$ cat src/sv/utf8t_pkg.sv
// Shared types and constants of the UTF-8 to UTF-16 transcoder.
// No dependencies.
`default_nettype none

package utf8t_pkg;

  // Error codes carried on the result channel
  typedef enum logic [1:0] {
    ERR_NONE  = 2'd0,
    ERR_LEAD  = 2'd1,
    ERR_CONT  = 2'd2,
    ERR_POINT = 2'd3
  } err_t;

  // One result beat
  typedef struct packed {
    logic [15:0] code_unit;
    logic        last_of_run;
    err_t        error_kind;
  } result_t;

  // Results handed from the decoder to the output buffer
  typedef struct packed {
    logic    push;
    logic    two;
    result_t r0;
    result_t r1;
  } push_t;

  localparam logic [20:0] CP_MAX      = 21'h10FFFF;
  localparam logic [15:0] SURR_HIGH   = 16'hD800;
  localparam logic [15:0] SURR_LOW    = 16'hDC00;
  localparam logic [15:0] SUPP_OFFSET = 16'h0040;
  // Upper code point bits shared by the whole surrogate range
  localparam logic [9:0]  SURR_TAG    = {5'd0, SURR_HIGH[15:11]};
  localparam logic [7:0]  ASCII_LF    = 8'h0A;
  localparam logic [15:0] UNIT_CR     = 16'h000D;

endpackage

`default_nettype wire

$ cat src/sv/utf8t_byte_if.sv
// Input channel of the transcoder: one UTF-8 byte per beat.
// No dependencies.
`default_nettype none

interface utf8t_byte_if;
  logic       valid;
  logic       ready;
  logic [7:0] in_byte;

  modport source (output valid, output in_byte, input ready);
  modport sink (input valid, input in_byte, output ready);
endinterface

`default_nettype wire

$ cat src/sv/utf8t_unit_if.sv
// Output channel of the transcoder: one UTF-16 code unit per beat.
// No dependencies.
`default_nettype none

interface utf8t_unit_if;
  logic        valid;
  logic        ready;
  logic [15:0] code_unit;
  logic        last_of_run;
  logic [1:0]  error_kind;

  modport source (output valid, output code_unit, output last_of_run, output error_kind,
                  input ready);
  modport sink (input valid, input code_unit, input last_of_run, input error_kind,
                output ready);
endinterface

`default_nettype wire

$ cat src/sv/utf8t_in_stage.sv
// Input register of the transcoder.
// Depends on utf8t_byte_if.
`default_nettype none

module utf8t_in_stage (
  input  wire logic   clk,
  input  wire logic   rst,
  utf8t_byte_if.sink  byte_ch,
  input  wire logic   take,
  output logic        held_valid,
  output logic [7:0]  held_byte
);

  logic accept;

  // Free when empty or when the held byte is decoded this cycle
  assign byte_ch.ready = !held_valid || take;
  assign accept        = byte_ch.valid && byte_ch.ready;

  always_ff @(posedge clk) begin
    if (rst) begin
      held_valid <= 1'b0;
    end else if (accept) begin
      held_valid <= 1'b1;
    end else if (take) begin
      held_valid <= 1'b0;
    end
  end

  always_ff @(posedge clk) begin
    if (accept) begin
      held_byte <= byte_ch.in_byte;
    end
  end

endmodule

`default_nettype wire

$ cat src/sv/utf8t_decode.sv
// Decoder state and per-byte decode logic of the transcoder.
// Depends on utf8t_pkg.
`default_nettype none

module utf8t_decode (
  input  wire logic          clk,
  input  wire logic          rst,
  input  wire logic          held_valid,
  input  wire logic [7:0]    held_byte,
  input  wire logic          can_push,
  output logic               take,
  output utf8t_pkg::push_t   push
);
  import utf8t_pkg::*;

  logic [1:0]  pending;
  logic [1:0]  pending_next;
  logic [20:0] partial;
  logic [20:0] partial_next;
  logic [20:0] cp_acc;
  logic [1:0]  pending_dec;
  logic [1:0]  num_res;
  result_t     r0;
  result_t     r1;

  assign cp_acc      = {partial[14:0], held_byte[5:0]};
  assign pending_dec = pending - 2'd1;

  // Decode of the held byte against the open sequence
  always_comb begin
    pending_next = pending;
    partial_next = partial;
    num_res      = 2'd0;
    r0           = '0;
    r1           = '0;
    if (pending != 2'd0) begin
      if (!(held_byte inside {[8'h80:8'hBF]})) begin
        num_res      = 2'd1;
        r0           = '{code_unit: 16'd0, last_of_run: 1'b1, error_kind: ERR_CONT};
        pending_next = 2'd0;
        partial_next = '0;
      end else if (pending_dec != 2'd0) begin
        pending_next = pending_dec;
        partial_next = cp_acc;
      end else begin
        pending_next = 2'd0;
        partial_next = '0;
        if (cp_acc > CP_MAX || cp_acc[20:11] == SURR_TAG) begin
          num_res = 2'd1;
          r0      = '{code_unit: 16'd0, last_of_run: 1'b1, error_kind: ERR_POINT};
        end else if (cp_acc[20:16] != 5'd0) begin
          // Supplementary plane: surrogate pair
          num_res = 2'd2;
          r0      = '{code_unit: SURR_HIGH | (16'(cp_acc[20:10]) - SUPP_OFFSET),
                      last_of_run: 1'b0, error_kind: ERR_NONE};
          r1      = '{code_unit: SURR_LOW | {6'd0, cp_acc[9:0]},
                      last_of_run: 1'b1, error_kind: ERR_NONE};
        end else begin
          num_res = 2'd1;
          r0      = '{code_unit: cp_acc[15:0], last_of_run: 1'b1, error_kind: ERR_NONE};
        end
      end
    end else begin
      case (held_byte) inside
        8'b0???_????: begin
          if (held_byte == ASCII_LF) begin
            num_res = 2'd2;
            r0      = '{code_unit: UNIT_CR, last_of_run: 1'b0, error_kind: ERR_NONE};
            r1      = '{code_unit: {8'd0, held_byte}, last_of_run: 1'b1,
                        error_kind: ERR_NONE};
          end else begin
            num_res = 2'd1;
            r0      = '{code_unit: {8'd0, held_byte}, last_of_run: 1'b1,
                        error_kind: ERR_NONE};
          end
        end
        8'b110?_????: begin
          pending_next = 2'd1;
          partial_next = {16'd0, held_byte[4:0]};
        end
        8'b1110_????: begin
          pending_next = 2'd2;
          partial_next = {17'd0, held_byte[3:0]};
        end
        8'b1111_0???: begin
          pending_next = 2'd3;
          partial_next = {18'd0, held_byte[2:0]};
        end
        default: begin
          num_res = 2'd1;
          r0      = '{code_unit: 16'd0, last_of_run: 1'b1, error_kind: ERR_LEAD};
        end
      endcase
    end
  end

  // A byte with no result never waits for the buffer
  assign take      = held_valid && (num_res == 2'd0 || can_push);
  assign push.push = take && num_res != 2'd0;
  assign push.two  = num_res == 2'd2;
  assign push.r0   = r0;
  assign push.r1   = r1;

  always_ff @(posedge clk) begin
    if (rst) begin
      pending <= 2'd0;
      partial <= '0;
    end else if (take) begin
      pending <= pending_next;
      partial <= partial_next;
    end
  end

endmodule

`default_nettype wire

$ cat src/sv/utf8t_out_buf.sv
// Two-entry result register feeding the output channel.
// Depends on utf8t_pkg and utf8t_unit_if.
`default_nettype none

module utf8t_out_buf (
  input  wire logic               clk,
  input  wire logic               rst,
  input  wire utf8t_pkg::push_t   push,
  output logic                    can_push,
  utf8t_unit_if.source            unit_ch
);
  import utf8t_pkg::*;

  logic [1:0] count;
  logic [1:0] count_next;
  result_t    head;
  result_t    second;
  logic       pop;

  assign pop      = count != 2'd0 && unit_ch.ready;
  assign can_push = count == 2'd0 || (count == 2'd1 && unit_ch.ready);

  assign unit_ch.valid       = count != 2'd0;
  assign unit_ch.code_unit   = head.code_unit;
  assign unit_ch.last_of_run = head.last_of_run;
  assign unit_ch.error_kind  = head.error_kind;

  // Fill count
  always_comb begin
    if (push.push) begin
      count_next = push.two ? 2'd2 : 2'd1;
    end else if (pop) begin
      count_next = count - 2'd1;
    end else begin
      count_next = count;
    end
  end

  always_ff @(posedge clk) begin
    if (rst) begin
      count <= 2'd0;
    end else begin
      count <= count_next;
    end
  end

  // Payload: new pair loads, otherwise second moves to head on a beat
  always_ff @(posedge clk) begin
    if (push.push) begin
      head   <= push.r0;
      second <= push.r1;
    end else if (pop) begin
      head <= second;
    end
  end

endmodule

`default_nettype wire

$ cat src/sv/utf8_to_utf16_transcoder_top.sv
// UTF-8 to UTF-16 transcoder, top level.
// Depends on utf8t_pkg, utf8t_byte_if, utf8t_unit_if, utf8t_in_stage,
// utf8t_decode and utf8t_out_buf.
//
// Takes one UTF-8 byte per beat on byte_ch and gives UTF-16 code units on
// unit_ch. A byte is taken every cycle while each byte yields at most one
// unit and the sink is ready; a line feed (sent as CR then LF) or a code
// point above U+FFFF (sent as a surrogate pair) yields two units, which
// leave one after the other through the single output port while the next
// byte that yields a unit waits. Lead and middle continuation bytes yield
// no unit. A byte waits in the input register, and its units in the result
// register. Errors (bad lead byte, missing continuation, invalid code
// point) come out as one unit of value zero with error_kind set and
// last_of_run high; the open sequence is dropped.
`default_nettype none

module utf8_to_utf16_transcoder_top (
  input  wire logic     clk,
  input  wire logic     rst,
  utf8t_byte_if.sink    byte_ch,
  utf8t_unit_if.source  unit_ch
);
  import utf8t_pkg::*;

  logic       held_valid;
  logic [7:0] held_byte;
  logic       take;
  logic       can_push;
  push_t      push;

  utf8t_in_stage u_in_stage (
    .clk        (clk),
    .rst        (rst),
    .byte_ch    (byte_ch),
    .take       (take),
    .held_valid (held_valid),
    .held_byte  (held_byte)
  );

  utf8t_decode u_decode (
    .clk        (clk),
    .rst        (rst),
    .held_valid (held_valid),
    .held_byte  (held_byte),
    .can_push   (can_push),
    .take       (take),
    .push       (push)
  );

  utf8t_out_buf u_out_buf (
    .clk      (clk),
    .rst      (rst),
    .push     (push),
    .can_push (can_push),
    .unit_ch  (unit_ch)
  );

endmodule

`default_nettype wire

$ cat src/flat_wrapper.sv
// flat-port wrapper written by rule: the top's interface ports become plain ports
module utf8_to_utf16_transcoder_top_flat import utf8t_pkg::*;
  (clk, rst, byte_ch_valid, byte_ch_in_byte, byte_ch_ready, unit_ch_valid, unit_ch_code_unit, unit_ch_last_of_run, unit_ch_error_kind, unit_ch_ready);
  utf8t_byte_if byte_ch_i ();
  utf8t_unit_if unit_ch_i ();
  input  wire logic clk;
  input  wire logic rst;
  input wire logic [$bits(byte_ch_i.valid)-1:0] byte_ch_valid;
  input wire logic [$bits(byte_ch_i.in_byte)-1:0] byte_ch_in_byte;
  output wire logic [$bits(byte_ch_i.ready)-1:0] byte_ch_ready;
  output wire logic [$bits(unit_ch_i.valid)-1:0] unit_ch_valid;
  output wire logic [$bits(unit_ch_i.code_unit)-1:0] unit_ch_code_unit;
  output wire logic [$bits(unit_ch_i.last_of_run)-1:0] unit_ch_last_of_run;
  output wire logic [$bits(unit_ch_i.error_kind)-1:0] unit_ch_error_kind;
  input wire logic [$bits(unit_ch_i.ready)-1:0] unit_ch_ready;
  assign byte_ch_i.valid = byte_ch_valid;
  assign byte_ch_i.in_byte = byte_ch_in_byte;
  assign byte_ch_ready = byte_ch_i.ready;
  assign unit_ch_valid = unit_ch_i.valid;
  assign unit_ch_code_unit = unit_ch_i.code_unit;
  assign unit_ch_last_of_run = unit_ch_i.last_of_run;
  assign unit_ch_error_kind = unit_ch_i.error_kind;
  assign unit_ch_i.ready = unit_ch_ready;
  utf8_to_utf16_transcoder_top u_core (.clk(clk), .rst(rst), .byte_ch(byte_ch_i), .unit_ch(unit_ch_i));
endmodule
$ cat config.mk
export PLATFORM = sky130hd
export DESIGN_NAME = utf8_to_utf16_transcoder_top_flat
export DESIGN_NICKNAME = d
export VERILOG_FILES = /design/src/sv/utf8t_pkg.sv /design/src/sv/utf8t_byte_if.sv /design/src/sv/utf8t_unit_if.sv /design/src/sv/utf8t_in_stage.sv /design/src/sv/utf8t_decode.sv /design/src/sv/utf8t_out_buf.sv /design/src/sv/utf8_to_utf16_transcoder_top.sv /design/src/flat_wrapper.sv
export SDC_FILE = /design/constraint.sdc
export NUM_CORES = 1
export LEC_CHECK = 0
export BUFFER_PORTS_ARGS = -buffer_cell sky130_fd_sc_hd__buf_2
export CAP_MARGIN = 20
export CORE_MARGIN = 4
export CORE_UTILIZATION = 30
export CTS_CLUSTER_SIZE = 20
export DETAILED_ROUTE_END_ITERATION = 10
export HOLD_SLACK_MARGIN = 0.08
export SYNTH_ARGS = -nofsm -noshare
export SYNTH_HDL_FRONTEND = slang
export SYNTH_HIERARCHICAL = 1
export SYNTH_SLANG_ARGS = --single-unit
$ cat constraint.sdc
create_clock -name clk -period 8.75 [get_ports clk]
set_clock_uncertainty 0.05 [all_clocks]
set_input_delay 0.4375 -clock clk [delete_from_list [all_inputs] [get_ports clk]]
set_output_delay 0.4375 -clock clk [all_outputs]
set_load 0.01 [all_outputs]
==> qor.yml, run 1 <==
status:
  status: "complete, no violations"
floorplanning:
  rows: 38
  die_w_um: 114.6
  die_y_um: 114.6
  fp.dieArea_um2: 13130
  fp.coreArea_um2: 10980
  io_pins: 33
  start_util_pct: 31.02
timing:
  final_max_slew_viol_count: 0
  fin_crit_sh_pct: 34.67
  fmax_mhz: 329.6
  finalHoldViolations: 0
  setup_violations: 0
  relSlewSlack_pct: 47.55
  finalCriticalPeriod_ps: 3034
  setup_tns_ps: 0
  rsz0062_at_grt: "no"
  tightest_slew_ps: 786.8
global_routing:
  grt_pass1_wl_um: 11010
  antenna_found_initial: 0
  grt-ovfl-total: 0
  grt_max_degree: 42
  first_global_vias: 2081
  grt_use_total_pct: 10.65
detailed_routing:
  drc: 0
  postRouteAntennaNets: 0
  via_count: 2262
  avgViaCountPerCell: 4.782
  wl_um: 6607
  firstDrtPassIters: 4
  drt_iter0_drc: 117
  wire_per_inst_um: 13.97
run:
  cap_violations: 0
worst_setup_path:
  worstSetupEndpointType: "flop"
  cp.required_ps: 8890
  cp_slowest_cell: "or4_1"
  crit_type: "reg -> reg"
  max_stage_delay_ps: 570
  regToRegSetupSlack_ps: 5720
  critPathArrivalTime_ps: 3180
  crit_path_cell_trace: "nand4bb_1, or4_1, or3_4, a21oi_2, nand2_1, a311oi_1, mux2_4"
  crit_fanout: 11
  cp-start-kind: "flop"
cells_and_area:
  num-fill-cells: 1064
  multi_input_area_um2: 1438
  num_antenna_cells: 0
  area_delta_synth_final_pct: 15.79
  nNetsFinal: 346
  drive_above_1_share_pct: 26.13
  regArea_um2: 1782
pwr:
  p_leak_nw: 1.440
  peakVddDrop_mv: 0.09376
  power.density_nw_per_um2: 232.4
  p_total_mw: 0.9168
clocking:
  clock_path_buffers: 2
  clock-sinks: 66
  numCtsBuffers: 9
  clk_pin_slew_ps: 60
  clock_latency_ps: 320
  cts_resized: 0
  cts_setup_buffers: 0
  cts_htree_levels: 3
  cts_root_buf: "clkbuf_16"
  tritoncts: "built"
  holdBufCountCts: 0
place:
  placement.io_buffers: 32
  dp_hpwl_um: 4622
  place.gp.congestion: 0.8259
synthesis:
  yosysSeqAreaShare_pct: 52.30
  ys_warn_count: 6
  syn_area_um2: 3407
  synth_edf_count: 46
  ys_ff_latch: 66
  synth.distinct_cells: 55
  synth_ff_type: "edfxtp_1"
  synth_async_sr_flop_share_pct: 0
  avgSynthCellArea_um2: 11.24
  netlist_instances: 303
min_path:
  hold_class: "in -> reg"
## placed cells by master (no fill, tap or decap), types with 3 or more instances in the layout
cell	count
xnor2_1	3
o21ai_1	7
a21oi_1	8
o21ai_0	19
nand2_1	31
a22o_1	3
nor2_1	20
clkbuf_16	9
buf_2	33
and2_1	11
nand3_1	4
conb_1	3
nand4_1	4
edfxtp_1	46
nor3_1	5
inv_1	13
ha_1	6
a21o_1	3
mux2_4	18
a211oi_2	3
dfxtp_1	20
nand3b_1	17
## synth_stat cells, types with 2 or more instances
library cell / instances / area [µm²]
edfxtp_1: 46 / 1381
nand2_1: 31 / 116.4
nor2_1: 21 / 78.83
dfxtp_1: 20 / 400.4
o21ai_0: 19 / 95.09
mux2_4: 18 / 270.3
nand3b_1: 17 / 127.6
inv_1: 13 / 48.80
and2_1: 11 / 68.82
a21oi_1: 8 / 40.04
buf_4: 7 / 52.55
o21ai_1: 7 / 35.03
buf_2: 6 / 30.03
clkbuf_1: 6 / 22.52
ha_1: 6 / 75.07
nor3_1: 5 / 25.02
buf_6: 4 / 45.04
nand3_1: 4 / 20.02
nand4_1: 4 / 25.02
a211oi_2: 3 / 37.54
a21o_1: 3 / 22.52
a22o_1: 3 / 26.28
xnor2_1: 3 / 26.28
a21oi_2: 2 / 17.52
a31oi_1: 2 / 12.51
mux2_2: 2 / 22.52
o211ai_1: 2 / 15.01
o21a_1: 2 / 15.01
or4_1: 2 / 15.01
## report_power, final
part           switching, mW  total (mW)  leakage (nW)  internal (mW)
combinational         0.0799       0.142         0.685         0.0624
sequential            0.0161       0.396         0.606          0.380
clock                  0.129       0.378         0.149          0.250
total                  0.225       0.917          1.44          0.692
## flip-flops by register name, indices dropped and copies added (netlist names)
name and cells:
u_core/u_out_buf/unit_ch.code_unit 16, u_core/u_out_buf/unit_ch.last_of_run 1, u_core/u_out_buf/second 19, u_core/u_out_buf/unit_ch.error_kind 2
u_core/u_in_stage/held_byte 8, u_core/u_decode/pending 2, u_core/u_decode/partial 15, u_core/u_in_stage/held_valid 1
u_core/u_out_buf/count 2
## metal layers
layer	share of wire (%)	routed length, µm	global-route usage [%]	vias to the layer above
li1	-	-	-	1130
met1	51	3343	15.96	1066
met2	43	2839	14.63	62
met3	5.8	384	3.224	4
met4	0.61	40	3.088	0
met5	0	0	0	-
## cells by family (layout without fill, tap and decap cells)
family	after synthesis	count (layout)	synth area share (%)
simple gates	108	108	17.48
flops	66	66	52.30
compound gates	61	61	12.30
buf+inv	37	65	5.949
mux	21	21	8.887
fa+ha+maj	6	6	2.203
xor+xnor	3	3	0.7713
other cells	1	3	0.1101
## critical path: cells and delay by family, from the launching register on
family,cells,cell delay [ps]
mux,1,210
flops,1,550
simple gates,4,1400
compound gates,2,690
## path summary, 6_finish.rpt
| path | cells after the start | startpoint | endpoint |
|---|---|---|---|
| max reg2reg | 7 | u_core/u_in_stage/held_byte[5] | u_core/u_out_buf/unit_ch.code_unit[10] |
| min | 1 | byte_ch_in_byte[0] | u_core/u_in_stage/held_byte[0] |
| min reg2reg | 2 | u_core/u_decode/pending[1] | u_core/u_decode/pending[1] |
| max | 7 | u_core/u_in_stage/held_byte[5] | u_core/u_out_buf/unit_ch.code_unit[10] |
## final cells by class
class | instances | share of cell area (%)
clock buffers | 10 | 5.804
clock inverters | 6 | 2.252
inverters | 14 | 1.332
multi-input cells | 202 | 36.44
flip-flops and latches | 66 | 45.16
well taps | 140 | 4.440
repair buffers | 35 | 4.567
## through the flow
| stage | utilization (%) | hold slack, ps | cell area [µm²] | worst slack (ps) | std cells |
|---|---|---|---|---|---|
| final | 35.92 | 235.0 | 3945 | 5716 | 473 |
| after global routing | 35.92 | 219.0 | 3945 | 5552 | 473 |
| after CTS | 35.87 | 225.8 | 3940 | 5741 | 472 |
| after detailed placement | 32.98 | 446.3 | 3622 | 5762 | 456 |
| after global placement | 32.98 | 427.9 | 3622 | 5767 | 456 |
| after floorplan | - | 413.8 | 3415 | 5356 | 305 |
No activity file was read; power rests on OpenSTA's default activity.
==> inputs of run 2 (changes only) <==
--- a/config.mk
+++ b/config.mk
@@ -5,6 +5,7 @@
 export SDC_FILE = /design/constraint.sdc
 export NUM_CORES = 1
 export LEC_CHECK = 0
+export ABC_AREA = 1
 export BUFFER_PORTS_ARGS = -buffer_cell sky130_fd_sc_hd__buf_2
 export CAP_MARGIN = 20
 export CORE_MARGIN = 4
==> constraint.sdc (replaced) <==
create_clock -name clk -period 2.6 [get_ports clk]
set_clock_uncertainty 0.05 [all_clocks]
set_input_delay 0.13 -clock clk [delete_from_list [all_inputs] [get_ports clk]]
set_output_delay 0.13 -clock clk [all_outputs]
set_load 0.01 [all_outputs]
==> qor.yml, run 2 <==
min_path:
  hold_class: "in -> reg"
detailed_routing:
  wl_um: 8243  # +25%
  via_count: 2940  # +30%
  drc: 0  # unchanged
  drt_iter0_drc: 181  # +55%
  wire_per_inst_um: 13.04  # -6.6%
  avgViaCountPerCell: 4.652  # -2.7%
  postRouteAntennaNets: 0  # unchanged
  firstDrtPassIters: 5  # +1
synthesis:
  netlist_top_cells_area: "edfxtp_1, nand2_1, dfxtp_1"
  synth_edf_count: 46  # unchanged
  synth_async_sr_flop_share_pct: 0  # unchanged
  avgSynthCellArea_um2: 8.157  # -27%
  ys_warn_count: 6  # unchanged
  synth_ff_type: "edfxtp_1"
  netlist.area_leader.share_pct: 39.29  # -1.3 points
  synth_top_cell_by_area: "edfxtp_1"
  yosysSeqAreaShare_pct: 50.68  # -1.6 points
  netlist_instances: 431  # +42%
  syn_area_um2: 3516  # +3.2%
  ys_ff_latch: 66  # unchanged
  yosysMostFrequentCell: "nand2_1"
  synth.distinct_cells: 38  # -31%
  synth_commonest_cells: "nand2_1, inv_1, nor2_1"
global_routing:
  grt_pass1_wl_um: 14030  # +27%
  antenna_found_initial: 0  # unchanged
  grt_use_total_pct: 13.27  # +2.6 points
  first_global_vias: 2837  # +36%
  grt_max_degree: 43  # +2.4%
  grt-ovfl-total: 0  # unchanged
timing:
  fin_ws_ps: 184.2  # -5532 ps
  relSlewSlack_pct: 62.04  # +14 points
  fmax_mhz: 413.9
  fin_crit_sh_pct: 92.92
  finalHoldViolations: 0  # unchanged
  fin_hold_ws_ps: 448.3  # +213.3 ps
  finalCriticalPeriod_ps: 2416
  setup_violations: 0  # unchanged
  setup_tns_ps: 0  # unchanged
  final_max_slew_viol_count: 0  # unchanged
  tightest_slew_ps: 555.1  # -231.7 ps
  rsz0062_at_grt: "no"
pwr:
  power.density_nw_per_um2: 804.9  # +250%
  peakVddDrop_mv: 0.3936  # +320%
  p_leak_nw: 1.948  # +35%
  p_total_mw: 3.496  # +280%
cells_and_area:
  nNetsFinal: 502  # +45%
  final_cell_mix: "nand2_1, inv_1, nor2_1"
  drive_above_1_share_pct: 20.65  # -5.5 points
  largest_register: "u_core/u_out_buf/second"
  num-fill-cells: 1141  # +7.2%
  num_antenna_cells: 0  # unchanged
  area_delta_synth_final_pct: 23.52
  largest_reg_flops: 19  # unchanged
  final_common_cell: "nand2_1"
  instances_no_fill: 632  # +34%
worst_setup_path:
  worstSetupEndpointType: "output port"
  cp.required_ps: 2420  # -6470 ps
  crit_fanout: 5  # -6
  critPathArrivalTime_ps: 2240  # -940 ps
  cp-start-kind: "flop"
  crit_type: "reg -> out"
floorplanning:
  io_pins: 33  # unchanged
  die_w_um: 116.3  # +1.5%
  die_y_um: 116.3  # +1.5%
  fp.coreArea_um2: 11470  # +4.4%
  fp.dieArea_um2: 13520  # +3.0%
  rows: 39  # +2.6%
  start_util_pct: 30.66  # -0.36 points
place:
  dp_hpwl_um: 5813  # +26%
  placement.io_buffers: 32  # unchanged
  dp_cells: 603  # +32%
  place.gp.congestion: 0.9933  # +20%
  dp_worst_setup_slack_ps: 75.13  # -5686 ps
clocking:
  cts_htree_levels: 3  # unchanged
  tritoncts: "built"
  numCtsBuffers: 9  # unchanged
  clock_latency_ps: 330  # about the same
  clock-sinks: 66  # unchanged
  cts_root_buf: "clkbuf_16"
  clock_path_buffers: 2  # unchanged
  clk_pin_slew_ps: 60  # about the same
run:
  cap_violations: 0  # unchanged
status:
  status: "complete, no violations"
run 2: cell count changes after synthesis, sizes merged, moves of 7 or more:
cell / before / now
nor2: 21 / 52
mux2: 20 / 0
nand4: 4 / 21
nand3b: 17 / 1
nand2: 31 / 146
o21ai: 26 / 7
and2: 12 / 0
inv: 14 / 65
nand3: 4 / 11
run 2: worst max-delay path, cell delays in order, from the launching register on:
cell and delay (ps):
edfxtp_1 500, buf_4 190, nand4_1 90, nor2_1 50, nand3_1 70, nand2_1 60, nand2_2 140, nand3_2 80
nand2_2 100, nand3_4 100, a21boi_2 190, buf_4 130, inv_2 30, nand2_2 60, buf_2 130
run 2: path summary, 6_finish.rpt:
path                                                 to  depth (start not counted)  slack [ps]                           start
setup / recovery                          byte_ch_ready                         14         180  u_core/u_in_stage/held_byte[5]
hold / removal           u_core/u_in_stage/held_byte[6]                          2         450              byte_ch_in_byte[6]
setup reg to reg  u_core/u_out_buf/unit_ch.code_unit[8]                         14         210  u_core/u_in_stage/held_byte[5]
hold reg to reg   u_core/u_out_buf/unit_ch.code_unit[3]                          2         460      u_core/u_out_buf/second[6]
run 2: logic make-up after synthesis:
group,after synthesis,share of synthesized area (%)
flip-flops,66,50.68
XOR/XNOR,1,0.2492
other,1,0.1067
AO/OA/AOI/OAI,36,6.441
AND/OR/NAND/NOR,235,30.00
adder cells (fa/ha/maj),6,2.135
buffers and inverters,86,10.39
run 2: what timing repair did:
item / in CTS / in global routing
buffers inserted: 0 / 2
hold buffers: 11 / 0
setup endpoints to repair: 0 / 68
resized for setup: 0 / 12
hold endpoints to repair: 11 / 0
run 2: metrics by stage:
step	cell area, µm²	utilization, %
finish	4343	37.87
global route	4343	37.87
CTS	4307	37.56
detailed placement	3877	33.81
global placement	3877	33.81
floorplan	3537	-
run 2: cell type report:
class	instances	area, µm²	share of cell area [%]
inverters	67	255.2	5.877
multi-input cells	281	1398	32.18
clock inverters	7	93.84	2.161
flip-flops and latches	66	1782	41.03
well taps	143	178.9	4.120
clock buffers	9	225.2	5.186
repair buffers	59	410.4	9.450
run 2: layer usage:
layer,part of all wire (%),track usage (%),vias up
met1,45,17.34,1344
met2,48,21.51,90
li1,-,-,1494
met5,0,0,-
met3,6.0,3.109,12
met4,1.5,4.795,0
run 2: report_power, final:
part	leakage, nW	internal, mW	switching, mW
Combinational	1.18	0.283	0.553
Clock	0.153	0.836	0.448
Sequential	0.611	1.31	0.0650
==> inputs of run 3 (changes only) <==
--- a/config.mk
+++ b/config.mk
@@ -9,11 +9,11 @@
 export BUFFER_PORTS_ARGS = -buffer_cell sky130_fd_sc_hd__buf_2
 export CAP_MARGIN = 20
 export CORE_MARGIN = 4
-export CORE_UTILIZATION = 30
+export CORE_UTILIZATION = 44
 export CTS_CLUSTER_SIZE = 20
 export DETAILED_ROUTE_END_ITERATION = 10
+export GPL_ROUTABILITY_DRIVEN = 1
 export HOLD_SLACK_MARGIN = 0.08
 export SYNTH_ARGS = -nofsm -noshare
 export SYNTH_HDL_FRONTEND = slang
-export SYNTH_HIERARCHICAL = 1
 export SYNTH_SLANG_ARGS = --single-unit
==> qor.yml, run 3 <==
clocking:
  clock-sinks: 59  # -11%
  clock_path_buffers: 2  # unchanged
  numCtsBuffers: 9  # unchanged
  tritoncts: "built"
  clock_latency_ps: 340  # about the same
  cts_htree_levels: 3  # unchanged
  cts_root_buf: "clkbuf_8"
  clk_pin_slew_ps: 70  # about the same
detailed_routing:
  wl_um: 7401  # -10%
  postRouteAntennaNets: 0  # unchanged
  via_count: 2533  # -14%
  firstDrtPassIters: 4  # -1
  drc: 0  # unchanged
  drt_iter0_drc: 116  # -36%
  wire_per_inst_um: 13.91  # +6.7%
  avgViaCountPerCell: 4.761  # +2.4%
timing:
  finalCriticalPeriod_ps: 2475  # +58.87 ps
  setup_violations: 0  # unchanged
  finalHoldViolations: 0  # unchanged
  fin_ws_ps: 125.3  # -58.87 ps
  fin_hold_ws_ps: 234.0  # -214.4 ps
  setup_tns_ps: 0  # unchanged
  final_max_slew_viol_count: 0  # unchanged
  rsz0062_at_grt: "no"
  tightest_slew_ps: 522.3  # -32.76 ps
  relSlewSlack_pct: 65.14  # +3.1 points
  fin_crit_sh_pct: 95.18  # +2.3 points
  fmax_mhz: 404.1  # -2.4%
synthesis:
  netlist_instances: 369  # -14%
  synth_async_sr_flop_share_pct: 0  # unchanged
  ys_ff_latch: 59  # -11%
  syn_nets: 388
  yosysMostFrequentCell: "nand2_1"
  synth.distinct_cells: 36  # -5.3%
  netlist_top_cells_area: "edfxtp_1, dfxtp_1, nand2_1"
  avgSynthCellArea_um2: 8.406  # +3.0%
  synth_commonest_cells: "nand2_1, nor2_1, inv_1"
  yosysSeqAreaShare_pct: 50.67  # about the same
  syn_area_um2: 3102  # -12%
  synth_ff_type: "edfxtp_1"
  synth_top_cell_by_area: "edfxtp_1"
  synth_edf_count: 39  # -15%
  ys_warn_count: 0  # -6
  netlist.area_leader.share_pct: 37.76  # -1.5 points
place:
  dp_cells: 504  # -16%
  place.gp.congestion: 0.9741  # -1.9%
  place_area_um2: 3448  # -11%
  dp_hpwl_um: 5700  # -1.9%
  dp_worst_setup_slack_ps: 194.4  # +119.2 ps
  placement.io_buffers: 32  # unchanged
pwr:
  power_frac_comb_pct: 33.2  # +9.3 points
  p_total_mw: 3.016  # -14%
  peakVddDrop_mv: 0.4212  # +7.0%
  p_int_mw: 1.931  # -20%
  power.density_nw_per_um2: 804.2  # about the same
  p_sw_share_pct: 35.96  # +5.4 points
  p_clk_share_pct: 23.6  # -13 points
  p_leak_nw: 1.645  # -16%
  seqPwrFrac_pct: 43.3  # +4.0 points
  power_switching_mw: 1.085  # +1.7%
global_routing:
  grt_use_total_pct: 18.87  # +5.6 points
  grt-ovfl-total: 0  # unchanged
  grt_max_degree: 32  # -26%
  first_global_vias: 2400  # -15%
  grt_pass1_wl_um: 12250  # -13%
  antenna_found_initial: 0  # unchanged
worst_setup_path:
  critPathArrivalTime_ps: 2290  # +50 ps
  crit_type: "reg -> out"
  cp-start-kind: "flop"
  regToRegSetupSlack_ps: 290  # +80 ps
  crit_fanout: 4  # -1
  worstSetupEndpointType: "output port"
  cp.required_ps: 2420  # about the same
cells_and_area:
  stdcell_area_um2: 3750  # -14%
  final_cell_mix: "nand2_1, nor2_1, inv_1"
  nNetsFinal: 450  # -10%
  area_delta_synth_final_pct: 20.90
  fin_util_pct: 54.89  # +17 points
  regArea_um2: 1572  # -12%
  largest_reg_flops: 16  # -3
  instances_no_fill: 532  # -16%
  multi_input_area_um2: 1289  # -7.8%
  num_antenna_cells: 0  # unchanged
  final_common_cell: "nand2_1"
  num-fill-cells: 661  # -42%
  drive_above_1_share_pct: 22.02  # +1.4 points
floorplanning:
  fp.dieArea_um2: 8457  # -37%
  die_y_um: 91.96  # -21%
  start_util_pct: 45.40  # +15 points
  rows: 30  # -23%
  io_pins: 33  # unchanged
  die_w_um: 91.96  # -21%
  fp.coreArea_um2: 6832  # -40%
min_path:
  hold_class: "in -> reg"
status:
  status: "complete, no violations"
run:
  cap_violations: 0  # unchanged
-- run 3: cell count changes in the layout (fill, tap and decap cells not counted), sizes merged, moves of 3 or more --
cell    before  now
o221ai       3    0
nand2      146   99
edfxtp      46   39
o21ai        7   25
nand3       11   14
o22ai        5    0
nand4       21    8
conb         3    0
a21oi       12   28
inv         64   49
buf         48   51
-- run 3: path summary, 6_finish.rpt --
check,from,to,depth (start not counted)
setup / recovery,u_core.u_in_stage.held_byte[6],byte_ch_ready,12
hold / removal,unit_ch_ready,u_core.u_out_buf.count[1],5
setup reg to reg,u_core.u_in_stage.held_byte[6],u_core.u_out_buf.second[12],12
hold reg to reg,u_core.u_out_buf.count[0],u_core.u_out_buf.count[0],2
-- run 3: logic make-up (layout without fill, tap and decap cells) --
logic type	count (synthesis)	in the layout	share of synthesized area (%)
AOI/OAI and AO/OA	57	57	9.681
DFF	59	59	50.67
xor gates and xnor gates	2	2	0.5648
buffers and inverters	60	127	8.592
adders and majority gates	7	7	2.824
and+or+nand+nor	184	184	27.67
-- run 3: repair_timing --
item,CTS,global route
setup endpoints to repair,0,7
setup buffers,0,2
gates resized for setup,0,6
hold buffers,10,0
hold endpoints to repair,12,0
-- run 3: power groups by stage --
stage                     registers, mW  clock network (mW)  logic [mW]
after floorplan                    1.36                   0       0.603
after global placement             1.32                   0       0.969
after detailed placement           1.32                   0       0.979
after CTS                          1.31               0.717       0.993
after global routing               1.32               0.767        1.13
final                              1.31               0.710        1.00
-- run 3: worst max-delay path: stages, from the launching register on --
cell and delay, ps:
edfxtp_1 510, nand2_1 170, o21ai_2 80, nor2_1 110
inv_1 110, nor2_2 140, clkinv_1 70, nand2_1 100
inv_2 50, nand3_4 110, nand3_1 150, buf_4 200
buf_2 140
-- run 3: area by class of cell --
cell class | instances | share of cell area (%)
Clock inverter | 5 | 0.8008
Timing Repair Buffer | 61 | 11.08
Sequential cell | 59 | 41.91
Tap cell | 96 | 3.203
Clock buffer | 11 | 3.504
Inverter | 50 | 5.138
Multi-Input combinational cell | 250 | 34.37
-- run 3: per-layer routing --
layer	global-route usage, %	wire length [µm]
met1	26.71	3677
met4	6.188	87
met3	3.856	305
met2	28.89	3331
met5	0	0
